<file path="config.mk">
export PLATFORM = sky130hd
export DESIGN_NAME = nmea_sentence_classify_check
export DESIGN_NICKNAME = d
export VERILOG_FILES = /design/src/design/nsc_pkg.sv /design/src/design/nsc_classify.sv /design/src/design/nsc_parser.sv /design/src/design/nmea_sentence_classify_check.sv
export SDC_FILE = /design/constraint.sdc
export NUM_CORES = 1
export LEC_CHECK = 0
export BUFFER_PORTS_ARGS = -buffer_cell sky130_fd_sc_hd__clkbuf_2
export CAP_MARGIN = 20
export CELL_PAD_IN_SITES_DETAIL_PLACEMENT = 2
export CELL_PAD_IN_SITES_GLOBAL_PLACEMENT = 2
export CORE_AREA = 2 2 152 95
export CTS_CLUSTER_SIZE = 25
export DETAILED_ROUTE_END_ITERATION = 16
export DIE_AREA = 0 0 154 97
export PLACE_DENSITY = 0.8
export SETUP_SLACK_MARGIN = 0.1
export SYNTH_ARGS = -nofsm -noshare
export SYNTH_HDL_FRONTEND = slang
export SYNTH_SLANG_ARGS = --single-unit
</file>
<file path="constraint.sdc">
create_clock -name clk -period 3.1 [get_ports clk]
set_input_delay 0.31 -clock clk [delete_from_list [all_inputs] [get_ports clk]]
set_output_delay 0.31 -clock clk [all_outputs]
set_load 0.01 [all_outputs]
</file>
<file path="src/design/nsc_pkg.sv">
// Shared types, character constants and helpers for the NMEA sentence classifier.
package nsc_pkg;

    localparam logic [7:0] CH_STAR   = 8'h2A;
    localparam logic [7:0] CH_DOLLAR = 8'h24;
    localparam logic [7:0] CH_BANG   = 8'h21;

    localparam logic [2:0] POS_SAT   = 3'd6;
    localparam logic [2:0] POS_HDR_LO = 3'd1;
    localparam logic [2:0] POS_HDR_HI = 3'd5;
    localparam logic [1:0] HEX_MAX   = 2'd2;

    localparam logic [39:0] TAG_PFLAU = 40'("PFLAU");
    localparam logic [39:0] TAG_PFLAA = 40'("PFLAA");
    localparam logic [39:0] TAG_PFLAV = 40'("PFLAV");
    localparam logic [39:0] TAG_PFLAE = 40'("PFLAE");
    localparam logic [39:0] TAG_PFLAQ = 40'("PFLAQ");
    localparam logic [23:0] TAG_RMC   = 24'("RMC");
    localparam logic [23:0] TAG_GGA   = 24'("GGA");
    localparam logic [23:0] TAG_RMZ   = 24'("RMZ");

    typedef enum logic [3:0] {
        TYPE_UNKNOWN = 4'd0,
        TYPE_PFLAU   = 4'd1,
        TYPE_PFLAA   = 4'd2,
        TYPE_RMC     = 4'd3,
        TYPE_GGA     = 4'd4,
        TYPE_RMZ     = 4'd5,
        TYPE_PFLAV   = 4'd6,
        TYPE_PFLAE   = 4'd7,
        TYPE_PFLAQ   = 4'd8
    } sentence_type_t;

    // header positions 1..5, position 1 in the most significant byte
    typedef logic [0:4][7:0] header_t;

    typedef struct packed {
        sentence_type_t stype;
        logic           ok;
        logic [7:0]     csum;
        logic [7:0]     rsum;
        logic           present;
    } result_t;

    // {is_hex, value}
    function automatic logic [4:0] hex_decode(input logic [7:0] c);
        logic [4:0] r;
        r = 5'd0;
        if (c >= 8'h30 && c <= 8'h39)
        begin
            r = {1'b1, 4'(c - 8'h30)};
        end
        else if (c >= 8'h41 && c <= 8'h46)
        begin
            r = {1'b1, 4'(c - 8'h37)};
        end
        else if (c >= 8'h61 && c <= 8'h66)
        begin
            r = {1'b1, 4'(c - 8'h57)};
        end
        return r;
    endfunction

endpackage

</file>
<file path="src/design/nsc_classify.sv">
// Sentence type lookup from the five header bytes.
module nsc_classify (
    input  nsc_pkg::header_t        header,
    output nsc_pkg::sentence_type_t stype
);

    always_comb
    begin
        priority if (header == nsc_pkg::TAG_PFLAU)
        begin
            stype = nsc_pkg::TYPE_PFLAU;
        end
        else if (header == nsc_pkg::TAG_PFLAA)
        begin
            stype = nsc_pkg::TYPE_PFLAA;
        end
        else if (header[2:4] == nsc_pkg::TAG_RMC)
        begin
            stype = nsc_pkg::TYPE_RMC;
        end
        else if (header[2:4] == nsc_pkg::TAG_GGA)
        begin
            stype = nsc_pkg::TYPE_GGA;
        end
        else if (header[2:4] == nsc_pkg::TAG_RMZ)
        begin
            stype = nsc_pkg::TYPE_RMZ;
        end
        else if (header == nsc_pkg::TAG_PFLAV)
        begin
            stype = nsc_pkg::TYPE_PFLAV;
        end
        else if (header == nsc_pkg::TAG_PFLAE)
        begin
            stype = nsc_pkg::TYPE_PFLAE;
        end
        else if (header == nsc_pkg::TAG_PFLAQ)
        begin
            stype = nsc_pkg::TYPE_PFLAQ;
        end
        else
        begin
            stype = nsc_pkg::TYPE_UNKNOWN;
        end
    end

endmodule

</file>
<file path="src/design/nsc_parser.sv">
// Per-sentence state: header capture, running XOR and checksum digit parsing.
module nsc_parser (
    input  logic             clk,
    input  logic             rst_n,
    input  logic             fire,
    input  logic [7:0]       data_byte,
    input  logic             end_of_sentence,
    output nsc_pkg::result_t result
);

    logic [2:0]       pos_reg, pos_next;
    nsc_pkg::header_t hdr_reg, hdr_next;
    logic [7:0]       xor_reg, xor_next;
    logic             star_reg, star_next;
    logic [1:0]       cnt_reg, cnt_next;
    logic             stop_reg, stop_next;
    logic [7:0]       rval_reg, rval_next;
    logic [4:0]       hex;
    logic [2:0]       hdr_idx;
    nsc_pkg::sentence_type_t stype;

    always_comb
    begin
        pos_next  = pos_reg;
        hdr_next  = hdr_reg;
        xor_next  = xor_reg;
        star_next = star_reg;
        cnt_next  = cnt_reg;
        stop_next = stop_reg;
        rval_next = rval_reg;
        hex       = nsc_pkg::hex_decode(data_byte);
        hdr_idx   = pos_reg - 3'd1;

        if (pos_reg >= nsc_pkg::POS_HDR_LO && pos_reg <= nsc_pkg::POS_HDR_HI)
        begin
            hdr_next[hdr_idx] = data_byte;
        end
        if (pos_reg < nsc_pkg::POS_SAT)
        begin
            pos_next = pos_reg + 3'd1;
        end

        if (!star_reg)
        begin
            if (data_byte == nsc_pkg::CH_STAR)
            begin
                star_next = 1'b1;
            end
            else if (data_byte != nsc_pkg::CH_DOLLAR && data_byte != nsc_pkg::CH_BANG)
            begin
                xor_next = xor_reg ^ data_byte;
            end
        end
        else if (!stop_reg && cnt_reg < nsc_pkg::HEX_MAX)
        begin
            if (!hex[4])
            begin
                stop_next = 1'b1;
            end
            else
            begin
                rval_next = {rval_reg[3:0], hex[3:0]};
                cnt_next  = cnt_reg + 2'd1;
            end
        end
    end

    nsc_classify u_classify (
        .header (hdr_next),
        .stype  (stype)
    );

    always_comb
    begin
        result.stype   = stype;
        result.present = (cnt_next != 2'd0);
        result.csum    = xor_next;
        result.rsum    = result.present ? rval_next : 8'd0;
        result.ok      = result.present && (rval_next == xor_next);
    end

    always_ff @(posedge clk or negedge rst_n)
    begin
        if (!rst_n)
        begin
            pos_reg  <= '0;
            hdr_reg  <= '0;
            xor_reg  <= '0;
            star_reg <= 1'b0;
            cnt_reg  <= '0;
            stop_reg <= 1'b0;
            rval_reg <= '0;
        end
        else if (fire)
        begin
            if (end_of_sentence)
            begin
                pos_reg  <= '0;
                hdr_reg  <= '0;
                xor_reg  <= '0;
                star_reg <= 1'b0;
                cnt_reg  <= '0;
                stop_reg <= 1'b0;
                rval_reg <= '0;
            end
            else
            begin
                pos_reg  <= pos_next;
                hdr_reg  <= hdr_next;
                xor_reg  <= xor_next;
                star_reg <= star_next;
                cnt_reg  <= cnt_next;
                stop_reg <= stop_next;
                rval_reg <= rval_next;
            end
        end
    end

endmodule

</file>
<file path="src/design/nmea_sentence_classify_check.sv">
// Top level of the NMEA sentence classifier and checksum checker.
// One byte per cycle while no last byte waits for the output: a transfer lands in the
// input register and is folded into the sentence state the next cycle; the flagged last
// byte writes one result into the output register, which drives out_valid. Non-final
// bytes advance even while a result waits; only a last byte waits for the output slot.
// The sentence state clears itself after each result.
module nmea_sentence_classify_check (
    input  logic       clk,
    input  logic       rst_n,
    input  logic       in_valid,
    output logic       in_stall,
    input  logic [7:0] data_byte,
    input  logic       end_of_sentence,
    output logic       out_valid,
    input  logic       out_stall,
    output logic [3:0] sentence_type,
    output logic       checksum_ok,
    output logic [7:0] computed_sum,
    output logic [7:0] received_sum,
    output logic       sum_present
);

    logic             s1_valid_reg;
    logic [7:0]       s1_data_reg;
    logic             s1_eos_reg;
    logic             out_valid_reg;
    nsc_pkg::result_t out_reg;
    nsc_pkg::result_t result;
    logic             out_free;
    logic             fire;
    logic             in_take;

    assign out_free = !out_valid_reg || !out_stall;
    assign fire     = s1_valid_reg && (!s1_eos_reg || out_free);
    assign in_stall = s1_valid_reg && !fire;
    assign in_take  = in_valid && !in_stall;

    nsc_parser u_parser (
        .clk             (clk),
        .rst_n           (rst_n),
        .fire            (fire),
        .data_byte       (s1_data_reg),
        .end_of_sentence (s1_eos_reg),
        .result          (result)
    );

    always_ff @(posedge clk or negedge rst_n)
    begin
        if (!rst_n)
        begin
            s1_valid_reg <= 1'b0;
        end
        else if (in_take)
        begin
            s1_valid_reg <= 1'b1;
        end
        else if (fire)
        begin
            s1_valid_reg <= 1'b0;
        end
    end

    always_ff @(posedge clk)
    begin
        if (in_take)
        begin
            s1_data_reg <= data_byte;
            s1_eos_reg  <= end_of_sentence;
        end
    end

    always_ff @(posedge clk or negedge rst_n)
    begin
        if (!rst_n)
        begin
            out_valid_reg <= 1'b0;
        end
        else if (fire && s1_eos_reg)
        begin
            out_valid_reg <= 1'b1;
        end
        else if (!out_stall)
        begin
            out_valid_reg <= 1'b0;
        end
    end

    always_ff @(posedge clk)
    begin
        if (fire && s1_eos_reg)
        begin
            out_reg <= result;
        end
    end

    assign out_valid     = out_valid_reg;
    assign sentence_type = out_reg.stype;
    assign checksum_ok   = out_reg.ok;
    assign computed_sum  = out_reg.csum;
    assign received_sum  = out_reg.rsum;
    assign sum_present   = out_reg.present;

`ifndef SYNTHESIS
    a_ok_needs_sum: assert property (@(posedge clk) disable iff (!rst_n)
        out_valid && checksum_ok |-> sum_present && computed_sum == received_sum)
        else $error("checksum_ok without matching sum");

    a_absent_zero: assert property (@(posedge clk) disable iff (!rst_n)
        out_valid && !sum_present |-> received_sum == 8'd0 && !checksum_ok)
        else $error("missing checksum reported nonzero");

    a_stall_only_full: assert property (@(posedge clk) disable iff (!rst_n)
        in_stall |-> s1_valid_reg && s1_eos_reg && out_valid_reg && out_stall)
        else $error("input stalled without a blocked result");

    a_result_loads: assert property (@(posedge clk) disable iff (!rst_n)
        fire && s1_eos_reg |=> out_valid)
        else $error("last byte produced no result");
`endif

endmodule

</file>
; Yosys cells after proc, flatten, opt, wreduce, memory -nomap -nowiden
; Index checks and enable logic that the tools add are counted.
[totals]
register_bits = 96
latchBits = 0
ramBits = 0
romBits = 0
in_bits = 13
out_inout_bits = 24
memories = 0
[classes]
n_addsub = 6
mul = 0
n_div = 0
order_cmp = 12
eq_ne = 14
shift = 0
mux = 40
n_bitwise = 2
n_reduce_logical = 29
[ops]
columns = cell, count
row1 = $eq 40x39->1 const B, 5
row2 = $mux 40, 2
row3 = $eq 24x23->1 const B, 3
row4 = $mux 8, 9
row5 = $bwmux 40, 1
row6 = $demux 8 s3, 1
row7 = $mux 3, 6
row8 = $ge 8x7->1 const B, 2
row9 = $le 8x7->1 const B, 2
row10 = $ne 8x6->1 const B, 2
row11 = $mux 5, 3
row12 = $logic_and 1x1->1, 12
row13 = $mux 2, 6
row14 = $mux 1, 11
row15 = $reduce_bool 2->1, 5
row16 = $eq 8x6->1 const B, 1
row17 = $eq 8x8->1, 1
row18 = $ge 8x6->1 const B, 1
row19 = $le 8x6->1 const B, 1
row20 = $sub 4x3->4 const B, 2
row21 = $xor 8x8->8, 1
row22 = $reduce_or 7->1, 1
row23 = $logic_not 1->1, 6
row24 = $ge 4x4->1 const B, 1
row25 = other kinds (17), 18

; Longest topological paths before layout
[logic_depth]
depth_word = 16
ltp_mapped = 11
depth_no_buf = 9

; Modules after synthesis
; A second synthesis with hierarchy kept.
[unflattened]
cells_unflattened = 417
hier_area_um2 = 4999.8
[modules_own_cells]
columns = module, instances, cells_each, area_each_um2, seq_area_each_um2
row1 = nsc_parser, 1, 332, 3676.0, 1576.5
row2 = nmea_sentence_classify_check, 1, 43, 1036.0, 980.9
row3 = nsc_classify, 1, 42, 287.8, 0.0

; Least setup slack after synthesis
; OpenSTA, ideal clock, no wires.
[synth_path]
path_kind = flip-flop to flip-flop
start = reg u_parser.pos_reg[0]
end = reg out_reg, in the netlist sentence_type[3] (data pin)
arrival_time_ns = 2.293
slack_ns = 0.616
stages_incl_launch_ff = 10
n_path_buf = 0
path_cell_list = dfrtp_1 inv_1 ha_1 inv_1 o211ai_2 nor4_1 a41oi_1 a2111oi_4 nand2b_1 a2111oi_2
[synth_via]
elab_chain_len = 10
[synth_lines]
columns = element, line_no
row1 = from (decl), nsc_parser.sv:11  ; logic [2:0] pos_reg, pos_next;
row2 = from (signal assigned), nsc_parser.sv:108  ; pos_reg <= pos_next;
row3 = $sub 3x1->3, nsc_parser.sv:32  ; hdr_idx = pos_reg - 3'd1;
row4 = $not 3->4 (not written as such), nsc_parser.sv:36  ; hdr_next[hdr_idx] = data_byte;
row5 = $ge 4x4->1 (not written as such) or $lt 4x1->1 (tied branches), nsc_parser.sv:36
row6 = $logic_and 1x1->1 (not written as such), nsc_parser.sv:36
row7 = $mux 8 (not written as such), nsc_parser.sv:36
row8 = $demux 8 s3, nsc_parser.sv:36
row9 = $bwmux 40, nsc_parser.sv:36
row10 = $mux 40 *, nsc_parser.sv:34  ; if (pos_reg >= nsc_pkg::POS_HDR_LO && pos_reg <= nsc_pkg::POS_HDR_HI)
row11 = "$eq 40x39->1, or another cell as far along", nsc_classify.sv:9  ; priority if (header == nsc_pkg::TAG_PFLAU)
row12 = $reduce_or 7->1 (no line) or $mux 4 (tied branches), --
row13 = to (signal assigned), nmea_sentence_classify_check.sv:92  ; out_reg <= result;
row14 = to (decl), nmea_sentence_classify_check.sv:27  ; nsc_pkg::result_t out_reg;
; Mark *: on every way between the ends. The rest lies on a longest branch, timed or not.
; A chain may end at the register's enable or synchronous reset.

; Worst setup path after layout
[layout_path]
start = reg u_parser.pos_reg[1]
end = reg out_reg, in the netlist sentence_type[3] (data pin)
; Same word-level chain as after synthesis.

==> impl_metrics.csv <==
group,metric,value,unit
pwr,p_int,2550,uW
critical_path,cp-endpoint,"sentence_type[3]",
route,num_vias,4481,
global_routing,grt-ovfl-total,0,
clocking,cts_hold_buffers,0,
layout,seq_area,0.00256,mm^2
pwr,power_frac_comb,27.0,%
pwr,seq_power_share,45.7,%
critical_path,crit_start,"u_parser.pos_reg[1]",
flow_run,cap_violations,0,
route,wl_met3,1230,um
timing,worst_slew_pin_slew,0.712,ns
clocking,insertion_delay,0.35,ns
critical_path,crit_family,"compound AO/OA/AOI/OAI gates",
clocking,htreeDepth,3,
global_routing,grt_use_total,25.2,%
layout,largest_reg_flops,40,
yosys,synth.distinct_cells,65,
floorplan,die-area,0.0149,mm^2
route,wl_per_cell,25.4,um
route,ant_nets,0,
clocking,cts_made_buffers,9,
critical_path,cp_cell_sequence,"inv_1 -> ha_1 -> o21bai_1 -> o22ai_4 -> nand3_4 -> mux2_2 -> a2111oi_4 -> nand2b_1 -> a2111oi_2",
place,gp_congestion,0.840,
critical_path,crit_cells,9,
yosys,avgSynthCellArea,10.1,um^2
route,drc,0,
timing,period_minus_slack,2.93,ns
timing,slew_headroom,52.0,%
critical_path,crit_path_max_fanout,10,
place,hpwl,12400,um
yosys,syn_nets,534,
route,route.top_layer_used,"met4",
critical_path,reg2reg_to,"sentence_type[3]",
yosys,synthCells,513,
yosys,ys_async_sr_fraction,67.7,%
pwr,switching_share,36.3,%
critical_path,cp_slowest_cell,"a2111oi_4",
timing,finalCritPeriodShare,94.4,%
hold_path,hp-class,"in2async",
outcome,violations,"hold timing",
timing,rsz0062_at_grt,"no",
global_routing,grt_max_degree,66,
layout,drive_gt1_share,18.2,%
yosys,synth_top_flop_cell,"dfrtp_1",
critical_path,required,3.26,ns
critical_path,worstSetupPathType,"reg2reg",
clocking,path_clk_slew,0.07,ns
global_routing,first_global_vias,4899,
clocking,clock_path_buffers,2,
critical_path,start_kind,"flop",
timing,slew_viol_final,0,
clocking,cts_setup_buffers,0,
timing,finalSetupViolCount,0,
yosys,synth_common_cells,"dfrtp_1, nand2_1, o21ai_0",
critical_path,reg2reg_from,"u_parser.pos_reg[1]",
layout,syn_to_final_growth,15.1,%
global_routing,grt_first_pass_wirelength,29000,um
timing,whs,-0.00916,ns
yosys,ys_warn_count,0,
pwr,switching_power,1450,uW
floorplan,num_io_pins,37,
critical_path,path_buf_inv,1,
outcome,status,"finished, violations left",
global_routing,antenna_found_initial,0,
clocking,cts_tree,"done",
pwr,p_total,4000,uW
route,wl,18600,um
timing,finalSetupTns,0,ns
yosys,synth_area_leader_cell,"dfrtp_1",
pwr,ir_worst_vdd,0.000274,V
yosys,syn_area,0.00516,mm^2
critical_path,cp.arrival,3.08,ns
yosys,yosysMostFrequentCell,"dfrtp_1",
layout,multiInputGateArea,0.00242,mm^2
yosys,synth_area_leaders,"dfrtp_1, edfxtp_1, o21ai_0",
clocking,clock_tree.root_cell,"clkbuf_16",
clocking,post_cts_resized,0,
yosys,synth_top_area_share,31.5,%
timing,clock.fmax,342,MHz
critical_path,r2r.worst_path.cells,9,
route,drt-met1-wl,8250,um
floorplan,num_rows,33,
layout,n_antenna_cell,0,
pwr,leakage,0.00242,uW
pwr,power_per_cell_area,672,mW/mm^2
place,port_buffers,36,
floorplan,die_w,154,um
floorplan,start_util,38.5,%
clocking,cts.sinks,96,
timing,hold_violations,21,
layout,nets,572,
floorplan,die_h,97,um
pwr,p_clk_share,27.3,%
route,dr.pass1.iters,5,
yosys,ys_seq_elements,96,
layout,fillers,1415,
route,first_iter_violations,289,
yosys,synth_edf_count,31,
yosys,seq_area_frac_synth,49.5,%
critical_path,worst-r2r-setup-slack,0.17,ns
critical_path,cpPeakStageDelay,0.48,ns
critical_path,end_kind,"flop",
route,vias_per_cell,6.13,
timing,skew,0.0110,ns
route,route.met2.wl,8900,um
floorplan,core-area,0.0134,mm^2
==> worst register-to-register path: cells and delay by family, from the launching register on <==
| kind | cells | cell delay [ns] |
|---|---|---|
| buffers and inverters | 1 | 0.12 |
| DFF | 1 | 0.43 |
| AOI/OAI and AO/OA | 4 | 1.20 |
| and+or+nand+nor | 2 | 0.34 |
| adders and majority gates | 1 | 0.26 |
| muxes | 1 | 0.39 |
==> cells in the final DEF (no fill, tap or decap), types with 4 or more instances in the layout <==
| master | netlist | routed |
|---|---|---|
| a21oi_1 | 13 | 13 |
| nand3_1 | 13 | 13 |
| xnor2_1 | 12 | 12 |
| nand2_1 | 62 | 62 |
| nor3_1 | 10 | 10 |
| o22ai_1 | 6 | 6 |
| o21bai_1 | 4 | 4 |
| xor2_1 | 7 | 7 |
| dfrtp_1 | 65 | 63 |
| nor2b_1 | 4 | 4 |
| a22oi_1 | 31 | 31 |
| o31ai_1 | 6 | 6 |
| nor4b_1 | 6 | 6 |
| nor4bb_1 | 4 | 4 |
| edfxtp_1 | 31 | 31 |
| inv_1 | 21 | 20 |
| ha_1 | 8 | 7 |
| a22o_1 | 12 | 12 |
| nor2_1 | 25 | 25 |
| nor4_1 | 5 | 5 |
| and3_1 | 7 | 6 |
| clkbuf_16 | 0 | 9 |
| a31oi_1 | 6 | 6 |
| buf_4 | 1 | 21 |
| nand2b_1 | 9 | 9 |
| mux2i_1 | 5 | 5 |
| clkbuf_2 | 0 | 35 |
| nand4_1 | 5 | 5 |
| o21ai_0 | 50 | 50 |
==> per-stage QoR <==
step / instance area (um^2) / cells / setup WS [ns] / util, %
6_report: 5950 / 731 / 0.174 / 44.3
5_1_grt: 5950 / 731 / 0.0512 / 44.3
3_5_place_dp: 5620 / 715 / 0.204 / 41.9
4_1_cts: 5900 / 731 / 0.140 / 44.0
3_3_place_gp: 5620 / 715 / 0.418 / 41.9
2_1_floorplan: 5160 / 513 / 0.616 / -
==> how the worst min path moves through the flow <==
stage	from	end	slack [ns]
detailed placement	rst_n	u_parser.hdr_reg[14]	0.38
floorplan	rst_n	out_valid	0.01
CTS	rst_n	u_parser.hdr_reg[10]	0.003
global placement	rst_n	u_parser.hdr_reg[14]	0.36
global route	rst_n	u_parser.hdr_reg[8]	0.02
finish	rst_n	u_parser.hdr_reg[8]	-0.009
==> routing by layer <==
| layer | track usage (%) | up-vias |
|---|---|---|
| met1 | 36.0 | 2303 |
| met3 | 4.84 | 23 |
| li1 | - | 1976 |
| met4 | 5.25 | 0 |
| met5 | 0 | - |
| met2 | 40.0 | 179 |
==> power groups by stage <==
stage	Sequential, uW	Clock, uW	Combinational, uW
2_1_floorplan	1750	0	697
3_3_place_gp	1800	0	944
3_5_place_dp	1840	0	1030
4_1_cts	1820	1120	1050
5_1_grt	1860	1170	1190
6_report	1830	1090	1080
==> kinds of logic after synthesis <==
kind of cell | Yosys count | share of synthesized area (%)
buffers and inverters | 54 | 4.34
AOI/OAI and AO/OA | 158 | 21.7
muxes | 6 | 1.19
xor gates and xnor gates | 20 | 3.66
DFF | 96 | 49.5
and+or+nand+nor | 171 | 17.7
adders and majority gates | 8 | 1.94
==> layout make-up <==
type / count / area share [%]
clock buffer: 10 / 3.85
inverter: 21 / 1.33
timing repair buffer: 60 / 6.54
sequential: 96 / 43.0
tap: 175 / 3.68
multi-input combinational: 363 / 40.7
clock inverter: 6 / 0.863
(Power assumes the default switching activity.)
